### config.mk
export PLATFORM = sky130hd
export DESIGN_NAME = rtp_frame_reassembly_tracker
export DESIGN_NICKNAME = d
export VERILOG_FILES = /design/src/rtl/rtpfrt_pkg.sv /design/src/rtl/rtpfrt_core.sv /design/src/rtl/rtp_frame_reassembly_tracker.sv
export VERILOG_INCLUDE_DIRS = /design/src /design/src/rtl
export SDC_FILE = /design/constraint.sdc
export NUM_CORES = 2
export LEC_CHECK = 0
export BUFFER_PORTS_ARGS = -buffer_cell sky130_fd_sc_hd__clkbuf_2
export CAP_MARGIN = 5
export CORE_UTILIZATION = 40
export DETAILED_ROUTE_END_ITERATION = 8
export PLACE_DENSITY = 0.57
export SLEW_MARGIN = 20
export SYNTH_ARGS = -nofsm -noshare
export SYNTH_HDL_FRONTEND = slang
export SYNTH_HIERARCHICAL = 1
export SYNTH_SLANG_ARGS = --single-unit
### constraint.sdc
create_clock -name aclk -period 11.7 [get_ports aclk]
set_input_delay 0.585 -clock aclk [delete_from_list [all_inputs] [get_ports aclk]]
set_output_delay 0.585 -clock aclk [all_outputs]
set_load 0.02 [all_outputs]
### src/rtl/rtp_frame_reassembly_tracker_assert.svh
// Assertion shorthands shared by the tracker modules.
// Each expects aclk and aresetn to be visible where it is used.
`ifndef RTP_FRAME_REASSEMBLY_TRACKER_ASSERT_SVH
`define RTP_FRAME_REASSEMBLY_TRACKER_ASSERT_SVH

// Same-cycle implication.
`define RTPFRT_ASSERT_IMPL(label, ante, cons, msg) \
    label: assert property (@(posedge aclk) disable iff (!aresetn) (ante) |-> (cons)) \
        else $error(msg);

// Next-cycle implication.
`define RTPFRT_ASSERT_NEXT(label, ante, cons, msg) \
    label: assert property (@(posedge aclk) disable iff (!aresetn) (ante) |=> (cons)) \
        else $error(msg);

`endif

### src/rtl/rtpfrt_pkg.sv
package rtpfrt_pkg;

    localparam int DEF_SLOTS      = 16;
    localparam int DEF_MAX_PACKET = 65527;

    localparam int LEN_W   = 16;
    localparam int SEQ_W   = 16;
    localparam int TS_W    = 32;
    localparam int SRC_W   = 32;
    localparam int FRAME_W = 25;
    localparam int POS_W   = 26;
    localparam int CNT_W   = 16;
    localparam int FCNT_W  = 32;

    localparam logic [LEN_W-1:0]   HDR_BYTES         = 16'd12;
    localparam logic [POS_W-1:0]   POS_MAX           = {POS_W{1'b1}};
    localparam logic [CNT_W-1:0]   CNT_MAX           = {CNT_W{1'b1}};
    localparam logic [FRAME_W-1:0] FRAME_BYTES_RESET = 25'd614400;

    typedef enum logic [2:0] {
        ST_OK           = 3'd0,
        ST_EMPTY        = 3'd1,
        ST_SHORT        = 3'd2,
        ST_SRC_MISMATCH = 3'd3,
        ST_BEYOND       = 3'd4
    } status_t;

    typedef struct packed {
        logic [LEN_W-1:0] packet_length;
        logic             marker;
        logic [SEQ_W-1:0] seq_number;
        logic [TS_W-1:0]  timestamp;
        logic [SRC_W-1:0] source_id;
    } item_t;

    typedef struct packed {
        status_t           status;
        logic [POS_W-1:0]   write_offset;
        logic [FRAME_W-1:0] chunk_offset;
        logic               seq_gap;
        logic [SEQ_W-1:0]   seq_missed;
        logic               frame_done;
        logic [CNT_W-1:0]   chunks_in_frame;
        logic               timestamp_back;
        logic [FCNT_W-1:0]  frame_count;
        logic               storage_wrapped;
    } result_t;

endpackage

### src/rtl/rtpfrt_core.sv
`include "rtp_frame_reassembly_tracker_assert.svh"

module rtpfrt_core #(
    parameter int SLOTS      = rtpfrt_pkg::DEF_SLOTS,
    parameter int MAX_PACKET = rtpfrt_pkg::DEF_MAX_PACKET,
    localparam int SLOT_W    = $clog2(SLOTS)
) (
    input  logic                                aclk,
    input  logic                                aresetn,
    input  logic                                advance,
    input  rtpfrt_pkg::item_t                   item,
    input  logic [rtpfrt_pkg::FRAME_W-1:0]      frame_bytes,
    output rtpfrt_pkg::result_t                 res,
    output logic [SLOT_W-1:0]                   write_slot,
    output logic [SLOT_W-1:0]                   done_slot
);

    localparam int POS_W = rtpfrt_pkg::POS_W;
    localparam int SEQ_W = rtpfrt_pkg::SEQ_W;
    localparam int CNT_W = rtpfrt_pkg::CNT_W;
    localparam int LEN_W = rtpfrt_pkg::LEN_W;
    localparam int FRAME_W = rtpfrt_pkg::FRAME_W;

    function automatic logic [SLOT_W-1:0] slot_inc(input logic [SLOT_W-1:0] s);
        if (s == SLOT_W'(SLOTS - 1)) begin
            return '0;
        end
        return s + 1'b1;
    endfunction

    logic [SLOT_W-1:0]               store_slot_reg, store_slot_next;
    logic [POS_W-1:0]                store_position_reg, store_position_next;
    logic [SLOT_W-1:0]               frame_slot_reg, frame_slot_next;
    logic [SLOT_W-1:0]               completed_slot_reg, completed_slot_next;
    logic [rtpfrt_pkg::FCNT_W-1:0]   frames_completed_reg, frames_completed_next;
    logic                            source_locked_reg, source_locked_next;
    logic [rtpfrt_pkg::SRC_W-1:0]    locked_source_reg, locked_source_next;
    logic                            seen_packet_reg, seen_packet_next;
    logic [SEQ_W-1:0]                previous_seq_reg, previous_seq_next;
    logic [SEQ_W-1:0]                frame_start_seq_reg, frame_start_seq_next;
    logic [LEN_W-1:0]                first_chunk_size_reg, first_chunk_size_next;
    logic [CNT_W-1:0]                chunk_counter_reg, chunk_counter_next;
    logic [POS_W-1:0]                frame_bytes_used_reg, frame_bytes_used_next;
    logic [rtpfrt_pkg::TS_W-1:0]     previous_timestamp_reg, previous_timestamp_next;

    logic [LEN_W-1:0]   len_c;
    logic               room_short;
    logic [SLOT_W-1:0]  slot_a;
    logic [POS_W-1:0]   pos_a;
    logic [POS_W:0]     pos_sum;
    logic [POS_W-1:0]   pos_b;
    logic               is_empty;
    logic               is_short;
    logic               is_foreign;
    logic               good;
    logic [LEN_W-1:0]   csize;
    logic               first_chunk;
    logic [SEQ_W-1:0]   idx;
    logic [31:0]        prod;
    logic [31:0]        off;
    logic [32:0]        off_end;
    logic               beyond;
    logic [SEQ_W-1:0]   expect_seq;
    logic               gap;
    logic [CNT_W-1:0]   cc_inc;
    logic [POS_W:0]     fbu_sum;
    logic [POS_W-1:0]   fbu_sat;
    logic               close;
    logic               ts_back;

    always_comb begin
        len_c      = (item.packet_length > LEN_W'(MAX_PACKET)) ? LEN_W'(MAX_PACKET)
                                                               : item.packet_length;
        room_short = ({1'b0, store_position_reg} + (POS_W + 1)'(MAX_PACKET))
                     > {1'b0, frame_bytes, 1'b0};
        slot_a     = room_short ? slot_inc(store_slot_reg) : store_slot_reg;
        pos_a      = room_short ? '0 : store_position_reg;
        pos_sum    = {1'b0, pos_a} + (POS_W + 1)'(len_c);
        pos_b      = pos_sum[POS_W] ? rtpfrt_pkg::POS_MAX : pos_sum[POS_W-1:0];

        is_empty   = (len_c == '0);
        is_short   = (len_c < rtpfrt_pkg::HDR_BYTES);
        is_foreign = source_locked_reg && (item.source_id != locked_source_reg);
        good       = !is_empty && !is_short && !is_foreign;
        csize      = len_c - rtpfrt_pkg::HDR_BYTES;

        // A frame's first chunk sets the chunk size and the starting sequence.
        first_chunk = (frame_bytes_used_reg == '0);
        idx         = item.seq_number - frame_start_seq_reg;
        prod        = 32'(idx) * 32'(first_chunk_size_reg);
        off         = first_chunk ? '0 : prod;
        off_end     = {1'b0, off} + 33'(csize);
        beyond      = off_end > 33'(frame_bytes);

        expect_seq = previous_seq_reg + 1'b1;
        gap        = good && seen_packet_reg && (expect_seq != item.seq_number);

        cc_inc  = (chunk_counter_reg == rtpfrt_pkg::CNT_MAX) ? rtpfrt_pkg::CNT_MAX
                                                             : chunk_counter_reg + 1'b1;
        fbu_sum = {1'b0, frame_bytes_used_reg} + (POS_W + 1)'(csize);
        fbu_sat = fbu_sum[POS_W] ? rtpfrt_pkg::POS_MAX : fbu_sum[POS_W-1:0];

        close   = good && (item.marker || beyond);
        ts_back = close && (item.timestamp < previous_timestamp_reg)
                  && (previous_timestamp_reg != '0) && (item.timestamp != '0);
    end

    always_comb begin
        priority if (is_empty) begin
            res.status = rtpfrt_pkg::ST_EMPTY;
        end else if (is_short) begin
            res.status = rtpfrt_pkg::ST_SHORT;
        end else if (is_foreign) begin
            res.status = rtpfrt_pkg::ST_SRC_MISMATCH;
        end else if (beyond) begin
            res.status = rtpfrt_pkg::ST_BEYOND;
        end else begin
            res.status = rtpfrt_pkg::ST_OK;
        end
        res.write_offset    = pos_a;
        res.chunk_offset    = (good && !beyond) ? off[FRAME_W-1:0] : '0;
        res.seq_gap         = gap;
        res.seq_missed      = gap ? (item.seq_number - expect_seq) : '0;
        res.frame_done      = close;
        res.chunks_in_frame = close ? cc_inc : '0;
        res.timestamp_back  = ts_back;
        res.frame_count     = close ? frames_completed_reg + 1'b1 : frames_completed_reg;
        res.storage_wrapped = room_short;
        write_slot          = slot_a;
        done_slot           = close ? frame_slot_reg : completed_slot_reg;
    end

    always_comb begin
        store_slot_next         = store_slot_reg;
        store_position_next     = store_position_reg;
        frame_slot_next         = frame_slot_reg;
        completed_slot_next     = completed_slot_reg;
        frames_completed_next   = frames_completed_reg;
        source_locked_next      = source_locked_reg;
        locked_source_next      = locked_source_reg;
        seen_packet_next        = seen_packet_reg;
        previous_seq_next       = previous_seq_reg;
        frame_start_seq_next    = frame_start_seq_reg;
        first_chunk_size_next   = first_chunk_size_reg;
        chunk_counter_next      = chunk_counter_reg;
        frame_bytes_used_next   = frame_bytes_used_reg;
        previous_timestamp_next = previous_timestamp_reg;
        if (advance) begin
            store_slot_next     = close ? slot_inc(slot_a) : slot_a;
            store_position_next = (is_empty || close) ? (close ? '0 : pos_a) : pos_b;
            if (!is_empty && !is_short && !source_locked_reg) begin
                source_locked_next = 1'b1;
                locked_source_next = item.source_id;
            end
            if (good) begin
                seen_packet_next  = 1'b1;
                previous_seq_next = item.seq_number;
                if (first_chunk) begin
                    first_chunk_size_next = csize;
                    frame_start_seq_next  = item.seq_number;
                end
                chunk_counter_next    = close ? '0 : cc_inc;
                frame_bytes_used_next = close ? '0 : fbu_sat;
            end
            if (close) begin
                previous_timestamp_next = item.timestamp;
                completed_slot_next     = frame_slot_reg;
                frame_slot_next         = slot_inc(frame_slot_reg);
                frames_completed_next   = frames_completed_reg + 1'b1;
            end
        end
    end

    always_ff @(posedge aclk) begin
        if (!aresetn) begin
            store_slot_reg         <= '0;
            store_position_reg     <= '0;
            frame_slot_reg         <= '0;
            completed_slot_reg     <= SLOT_W'(SLOTS - 1);
            frames_completed_reg   <= '0;
            source_locked_reg      <= 1'b0;
            locked_source_reg      <= '0;
            seen_packet_reg        <= 1'b0;
            previous_seq_reg       <= '0;
            frame_start_seq_reg    <= '0;
            first_chunk_size_reg   <= '0;
            chunk_counter_reg      <= '0;
            frame_bytes_used_reg   <= '0;
            previous_timestamp_reg <= '0;
        end else begin
            store_slot_reg         <= store_slot_next;
            store_position_reg     <= store_position_next;
            frame_slot_reg         <= frame_slot_next;
            completed_slot_reg     <= completed_slot_next;
            frames_completed_reg   <= frames_completed_next;
            source_locked_reg      <= source_locked_next;
            locked_source_reg      <= locked_source_next;
            seen_packet_reg        <= seen_packet_next;
            previous_seq_reg       <= previous_seq_next;
            frame_start_seq_reg    <= frame_start_seq_next;
            first_chunk_size_reg   <= first_chunk_size_next;
            chunk_counter_reg      <= chunk_counter_next;
            frame_bytes_used_reg   <= frame_bytes_used_next;
            previous_timestamp_reg <= previous_timestamp_next;
        end
    end

    `RTPFRT_ASSERT_IMPL(a_done_has_chunks, advance && close, cc_inc != '0, "closed frame with no chunks")
    `RTPFRT_ASSERT_IMPL(a_gap_nonzero, advance && gap, res.seq_missed != '0, "gap with zero missed count")
    `RTPFRT_ASSERT_NEXT(a_close_clears, advance && close, chunk_counter_reg == '0 && frame_bytes_used_reg == '0 && store_position_reg == '0, "frame state not cleared after close")
    `RTPFRT_ASSERT_NEXT(a_close_slot, advance && close, completed_slot_reg == $past(frame_slot_reg), "completed slot not taken from frame slot")

endmodule

### src/rtl/rtp_frame_reassembly_tracker.sv
// RTP frame reassembly tracker: one transfer on the s_ channel carries the length and header
// fields of one received RTP packet, and one transfer on the m_ channel returns where that
// packet was stored (slot and byte offset in a ring of SLOTS slots of 2*frame_bytes bytes),
// its status, its chunk offset within the frame, sequence-gap information and, when the packet
// closes a frame (marker set or chunk past the frame end), the frame's slot, chunk count and
// timestamp check. The block takes one packet per clock cycle unless a side stalls; a result is
// registered on its way out: the packet sits in an input register, and the tracking state and
// the result register update together when the packet advances, so one chunk-offset multiply and
// compare sits on the per-packet state loop. Either side may stall freely; a waiting result
// does not stop the next packet entering the input register. Write frame_bytes through
// cfg_wr_en/cfg_wr_data only while no packet is in flight; it resets to 614400.
module rtp_frame_reassembly_tracker #(
    parameter int SLOTS      = rtpfrt_pkg::DEF_SLOTS,
    parameter int MAX_PACKET = rtpfrt_pkg::DEF_MAX_PACKET,
    localparam int SLOT_W    = $clog2(SLOTS)
) (
    input  logic                                aclk,
    input  logic                                aresetn,

    input  logic                                cfg_wr_en,
    input  logic [rtpfrt_pkg::FRAME_W-1:0]      cfg_wr_data,

    input  logic                                s_valid,
    output logic                                s_ready,
    input  logic [rtpfrt_pkg::LEN_W-1:0]        s_packet_length,
    input  logic                                s_marker,
    input  logic [rtpfrt_pkg::SEQ_W-1:0]        s_seq_number,
    input  logic [rtpfrt_pkg::TS_W-1:0]         s_timestamp,
    input  logic [rtpfrt_pkg::SRC_W-1:0]        s_source_id,

    output logic                                m_valid,
    input  logic                                m_ready,
    output logic [2:0]                          m_status,
    output logic [SLOT_W-1:0]                   m_write_slot,
    output logic [rtpfrt_pkg::POS_W-1:0]        m_write_offset,
    output logic [rtpfrt_pkg::FRAME_W-1:0]      m_chunk_offset,
    output logic                                m_seq_gap,
    output logic [rtpfrt_pkg::SEQ_W-1:0]        m_seq_missed,
    output logic                                m_frame_done,
    output logic [SLOT_W-1:0]                   m_done_slot,
    output logic [rtpfrt_pkg::CNT_W-1:0]        m_chunks_in_frame,
    output logic                                m_timestamp_back,
    output logic [rtpfrt_pkg::FCNT_W-1:0]       m_frame_count,
    output logic                                m_storage_wrapped
);

    // Configuration register.
    logic [rtpfrt_pkg::FRAME_W-1:0] frame_bytes_reg;

    // Input register: holds one packet until the tracker can process it.
    logic               in_valid_reg, in_valid_next;
    rtpfrt_pkg::item_t  in_item_reg;

    // Result register.
    logic                 out_valid_reg, out_valid_next;
    rtpfrt_pkg::result_t  out_res_reg;
    logic [SLOT_W-1:0]    out_write_slot_reg;
    logic [SLOT_W-1:0]    out_done_slot_reg;

    logic                 in_xfer;
    logic                 advance;
    rtpfrt_pkg::result_t  core_res;
    logic [SLOT_W-1:0]    core_write_slot;
    logic [SLOT_W-1:0]    core_done_slot;

    // Advance the held packet whenever the result register is empty or being drained.
    assign advance = in_valid_reg && (!out_valid_reg || m_ready);
    assign s_ready = !in_valid_reg || advance;
    assign in_xfer = s_valid && s_ready;

    always_comb begin
        in_valid_next = in_valid_reg;
        if (in_xfer) begin
            in_valid_next = 1'b1;
        end else if (advance) begin
            in_valid_next = 1'b0;
        end

        out_valid_next = out_valid_reg;
        if (advance) begin
            out_valid_next = 1'b1;
        end else if (m_ready) begin
            out_valid_next = 1'b0;
        end
    end

    always_ff @(posedge aclk) begin
        if (!aresetn) begin
            in_valid_reg    <= 1'b0;
            out_valid_reg   <= 1'b0;
            frame_bytes_reg <= rtpfrt_pkg::FRAME_BYTES_RESET;
        end else begin
            in_valid_reg  <= in_valid_next;
            out_valid_reg <= out_valid_next;
            if (cfg_wr_en) begin
                frame_bytes_reg <= cfg_wr_data;
            end
        end
    end

    // Payload registers: load on transfer, hold otherwise.
    always_ff @(posedge aclk) begin
        if (in_xfer) begin
            in_item_reg.packet_length <= s_packet_length;
            in_item_reg.marker        <= s_marker;
            in_item_reg.seq_number    <= s_seq_number;
            in_item_reg.timestamp     <= s_timestamp;
            in_item_reg.source_id     <= s_source_id;
        end
        if (advance) begin
            out_res_reg        <= core_res;
            out_write_slot_reg <= core_write_slot;
            out_done_slot_reg  <= core_done_slot;
        end
    end

    rtpfrt_core #(
        .SLOTS      (SLOTS),
        .MAX_PACKET (MAX_PACKET)
    ) u_core (
        .aclk        (aclk),
        .aresetn     (aresetn),
        .advance     (advance),
        .item        (in_item_reg),
        .frame_bytes (frame_bytes_reg),
        .res         (core_res),
        .write_slot  (core_write_slot),
        .done_slot   (core_done_slot)
    );

    assign m_valid           = out_valid_reg;
    assign m_status          = out_res_reg.status;
    assign m_write_slot      = out_write_slot_reg;
    assign m_write_offset    = out_res_reg.write_offset;
    assign m_chunk_offset    = out_res_reg.chunk_offset;
    assign m_seq_gap         = out_res_reg.seq_gap;
    assign m_seq_missed      = out_res_reg.seq_missed;
    assign m_frame_done      = out_res_reg.frame_done;
    assign m_done_slot       = out_done_slot_reg;
    assign m_chunks_in_frame = out_res_reg.chunks_in_frame;
    assign m_timestamp_back  = out_res_reg.timestamp_back;
    assign m_frame_count     = out_res_reg.frame_count;
    assign m_storage_wrapped = out_res_reg.storage_wrapped;

endmodule
==> results.toml <==
[timing]
tightest_slew_ns = 1.05
clock_skew_ns = 0.0369
period_share_pct = 94.6
final.min_clock_period_ns = 11.07
finalMaxSlewViolations = 0
hold_violations = 0
slew_headroom_pct = 29.5
setup_viol = 0
fmaxAchievable_mhz = 90.3

[floorplan]
initial_core_util_pct = 40.4
core_um2 = 88400
die_h_um = 301
row_count = 109
die_w_um = 301
pin_count = 259
die-area_um2 = 90400

[detailed_routing]
wl_mm = 98.5
dr.first_iter.drc_count = 1955
postRouteAntennaNets = 0
post_drt_via_cell_ratio = 5.33
num_vias = 29051
dr.pass1.iters = 7
detail_route.wl_per_cell_um = 18.1
drcViolationCount = 0

[synthesis]
synth_area_leaders = "edfxtp_1 (19%), dfxtp_1 (14%), fa_1 (11%), ha_1 (9.5%), nand2_1 (5.9%)"
synth_area_leader_cell = "edfxtp_1"
synthArstFlopShare_pct = 0
post_synth_num_cell_types = 94
synth_edf_count = 227
synth-seq-area-share_pct = 33.3
synthFlopType = "dfxtp_1"
synth_area_per_cell_um2 = 8.87
synth_top_area_share_pct = 19.1
yosysWarnings = 6
synthCells = 4020
syn_area_um2 = 35700
synth_seq_cells = 480
syn_nets = 4618

[cells_and_area]
syn2layout_area_growth_pct = 13.8
fin_cells = 5450
largest_register_ffs = 97
finalNetCount = 4840
insertedDiodeCount = 0
drive_gt1_share_pct = 12.8

[placement]
io_buffers = 258
hpwl_mm = 74.4
dp.cells = 5350
gp_congestion = 0.903

[run]
max_cap_violations = 0

[global_routing]
grt_use_total_pct = 21.4
grt_pass1_wl_mm = 154
antenna_found_initial = 0
grt_max_degree = 145
grt_pass1_vias = 27301
overflow = 0

[setup_path]
slowest_delay_ns = 0.54
arrival_ns = 11.55
path_buf_inv = 9
cp_max_fo = 28
critPathTopFamily = "adder cells"
endpoint_kind = "flip-flop"
rr_worst_depth = 46
criticalPathCategory = "flip-flop to flip-flop"
path_depth = 46
cp-start-kind = "flip-flop"
slowest_stage = "fa_1"
cpMostUsedCell = "fa_1"
worstPathRequired_ns = 12.18

[min_path]
hold_path_depth = 1
holdCritPathClass = "primary input to flip-flop"

[clock_network]
clock_latency_ns = 0.63
cts_buffers = 52
cts_max_level = 2
cts_tree = "built"
clkSinkCount = 480
ctsLongestPathBuffers = 3
clk_pin_slew_ns = 0.06
cts-root-buf = "clkbuf_16"

[status]
outcome = "finished, final reports clean"
[metal layers]
metal  GRT usage [%]  up-vias  part of all wire, %
met4            5.50        0                  2.3
met3            2.55      113                  5.0
met5               0        -                    0
met1            29.7    14092                   46
li1                -    14194                    -
met2            35.2      652                   47
[metrics by stage]
stage	TNS [ns]	setup WS (ns)	cell area, um2	hold slack [ns]	utilization [%]
global route	-0.0722	-0.0303	40600	0.0864	45.9
CTS	0	0.00508	40500	0.0728	45.8
floorplan	0	0.364	35700	0.436	-
detailed placement	-0.326	-0.0592	38500	0.447	43.6
finish	0	0.629	40600	0.123	45.9
global placement	0	0.171	38500	0.442	43.6
[cell usage after synthesis, types with 26 or more instances]
| cell type | n |
|---|---|
| dfxtp_1 | 253 |
| nand2_1 | 563 |
| nand2b_1 | 33 |
| fa_1 | 199 |
| a31oi_1 | 26 |
| o21ai_0 | 96 |
| o211ai_1 | 45 |
| inv_1 | 410 |
| xor2_1 | 112 |
| mux2i_1 | 34 |
| ha_1 | 272 |
| nor4_1 | 46 |
| and3_1 | 36 |
| edfxtp_1 | 227 |
| a21oi_1 | 293 |
| nor2b_1 | 74 |
| nor2_1 | 251 |
| and2_1 | 94 |
| xnor2_1 | 94 |
| o21a_1 | 32 |
| clkbuf_1 | 178 |
| nand3_1 | 123 |
| nand4_1 | 58 |
| a211oi_1 | 28 |
| nor3_1 | 83 |
| a21o_1 | 51 |
[final cells by class]
type / count / area, um2
repair buffers: 386 / 2320
multi-input cells: 2909 / 21500
inverters: 413 / 1560
clock inverters: 27 / 358
fillers: 8661 / 47800
flip-flops and latches: 480 / 11900
well taps: 1165 / 1460
clock buffers: 70 / 1520
[kinds of logic (layout without fill, tap and decap cells)]
| logic type | after synthesis | count (layout) | share of synthesized area (%) |
|---|---|---|---|
| adders and majority gates | 471 | 471 | 20.7 |
| buffers and inverters | 631 | 896 | 7.01 |
| and+or+nand+nor | 1486 | 1486 | 20.3 |
| xor gates and xnor gates | 206 | 206 | 5.06 |
| muxes | 36 | 36 | 1.02 |
| AOI/OAI and AO/OA | 710 | 710 | 12.6 |
| DFF | 480 | 480 | 33.3 |
[cell usage in the layout, fill, tap and decap left out, types with 25 or more instances in the layout]
cell and instances:
a31oi_1 26, nor2b_1 71, nor3_1 80, dfxtp_1 253, o21a_1 32, buf_4 122, o21ai_0 87, clkbuf_16 55
nor2_1 245, mux2i_1 34, xnor2_1 94, a21o_1 51, nand4_1 58, xor2_1 111, nand2b_1 33, a211oi_1 28
ha_1 270, nand3_1 123, nor4b_1 25, and3_1 35, o211ai_1 45, a21oi_1 287, fa_1 199, nand2_1 562
edfxtp_1 227, inv_1 409, clkbuf_2 258, nor4_1 46, and2_1 94
[path summary, 6_finish.rpt]
path / startpoint / to / slack (ns)
max: in_item_reg[64]$_DFFE_PP_ / m_timestamp_back$_DFFE_PP_ / 0.63
min: s_source_id[13] / in_item_reg[13]$_DFFE_PP_ / 0.12
max reg2reg: in_item_reg[64]$_DFFE_PP_ / m_timestamp_back$_DFFE_PP_ / 0.63
min reg2reg: u_core/frame_start_seq_reg[6]$_SDFFE_PN0P_ / u_core/frame_start_seq_reg[6]$_SDFFE_PN0P_ / 0.45
[timing repair]
item,in CTS,in global routing
resized for setup,5,44
buffers inserted,0,3
hold buffers,0,0
setup endpoints to repair,66,224
pin swaps,0,5
hold endpoints to repair,0,0
Power is not shown: default switching activity piles up to over one toggle a cycle in this logic, so the estimate is an artifact.
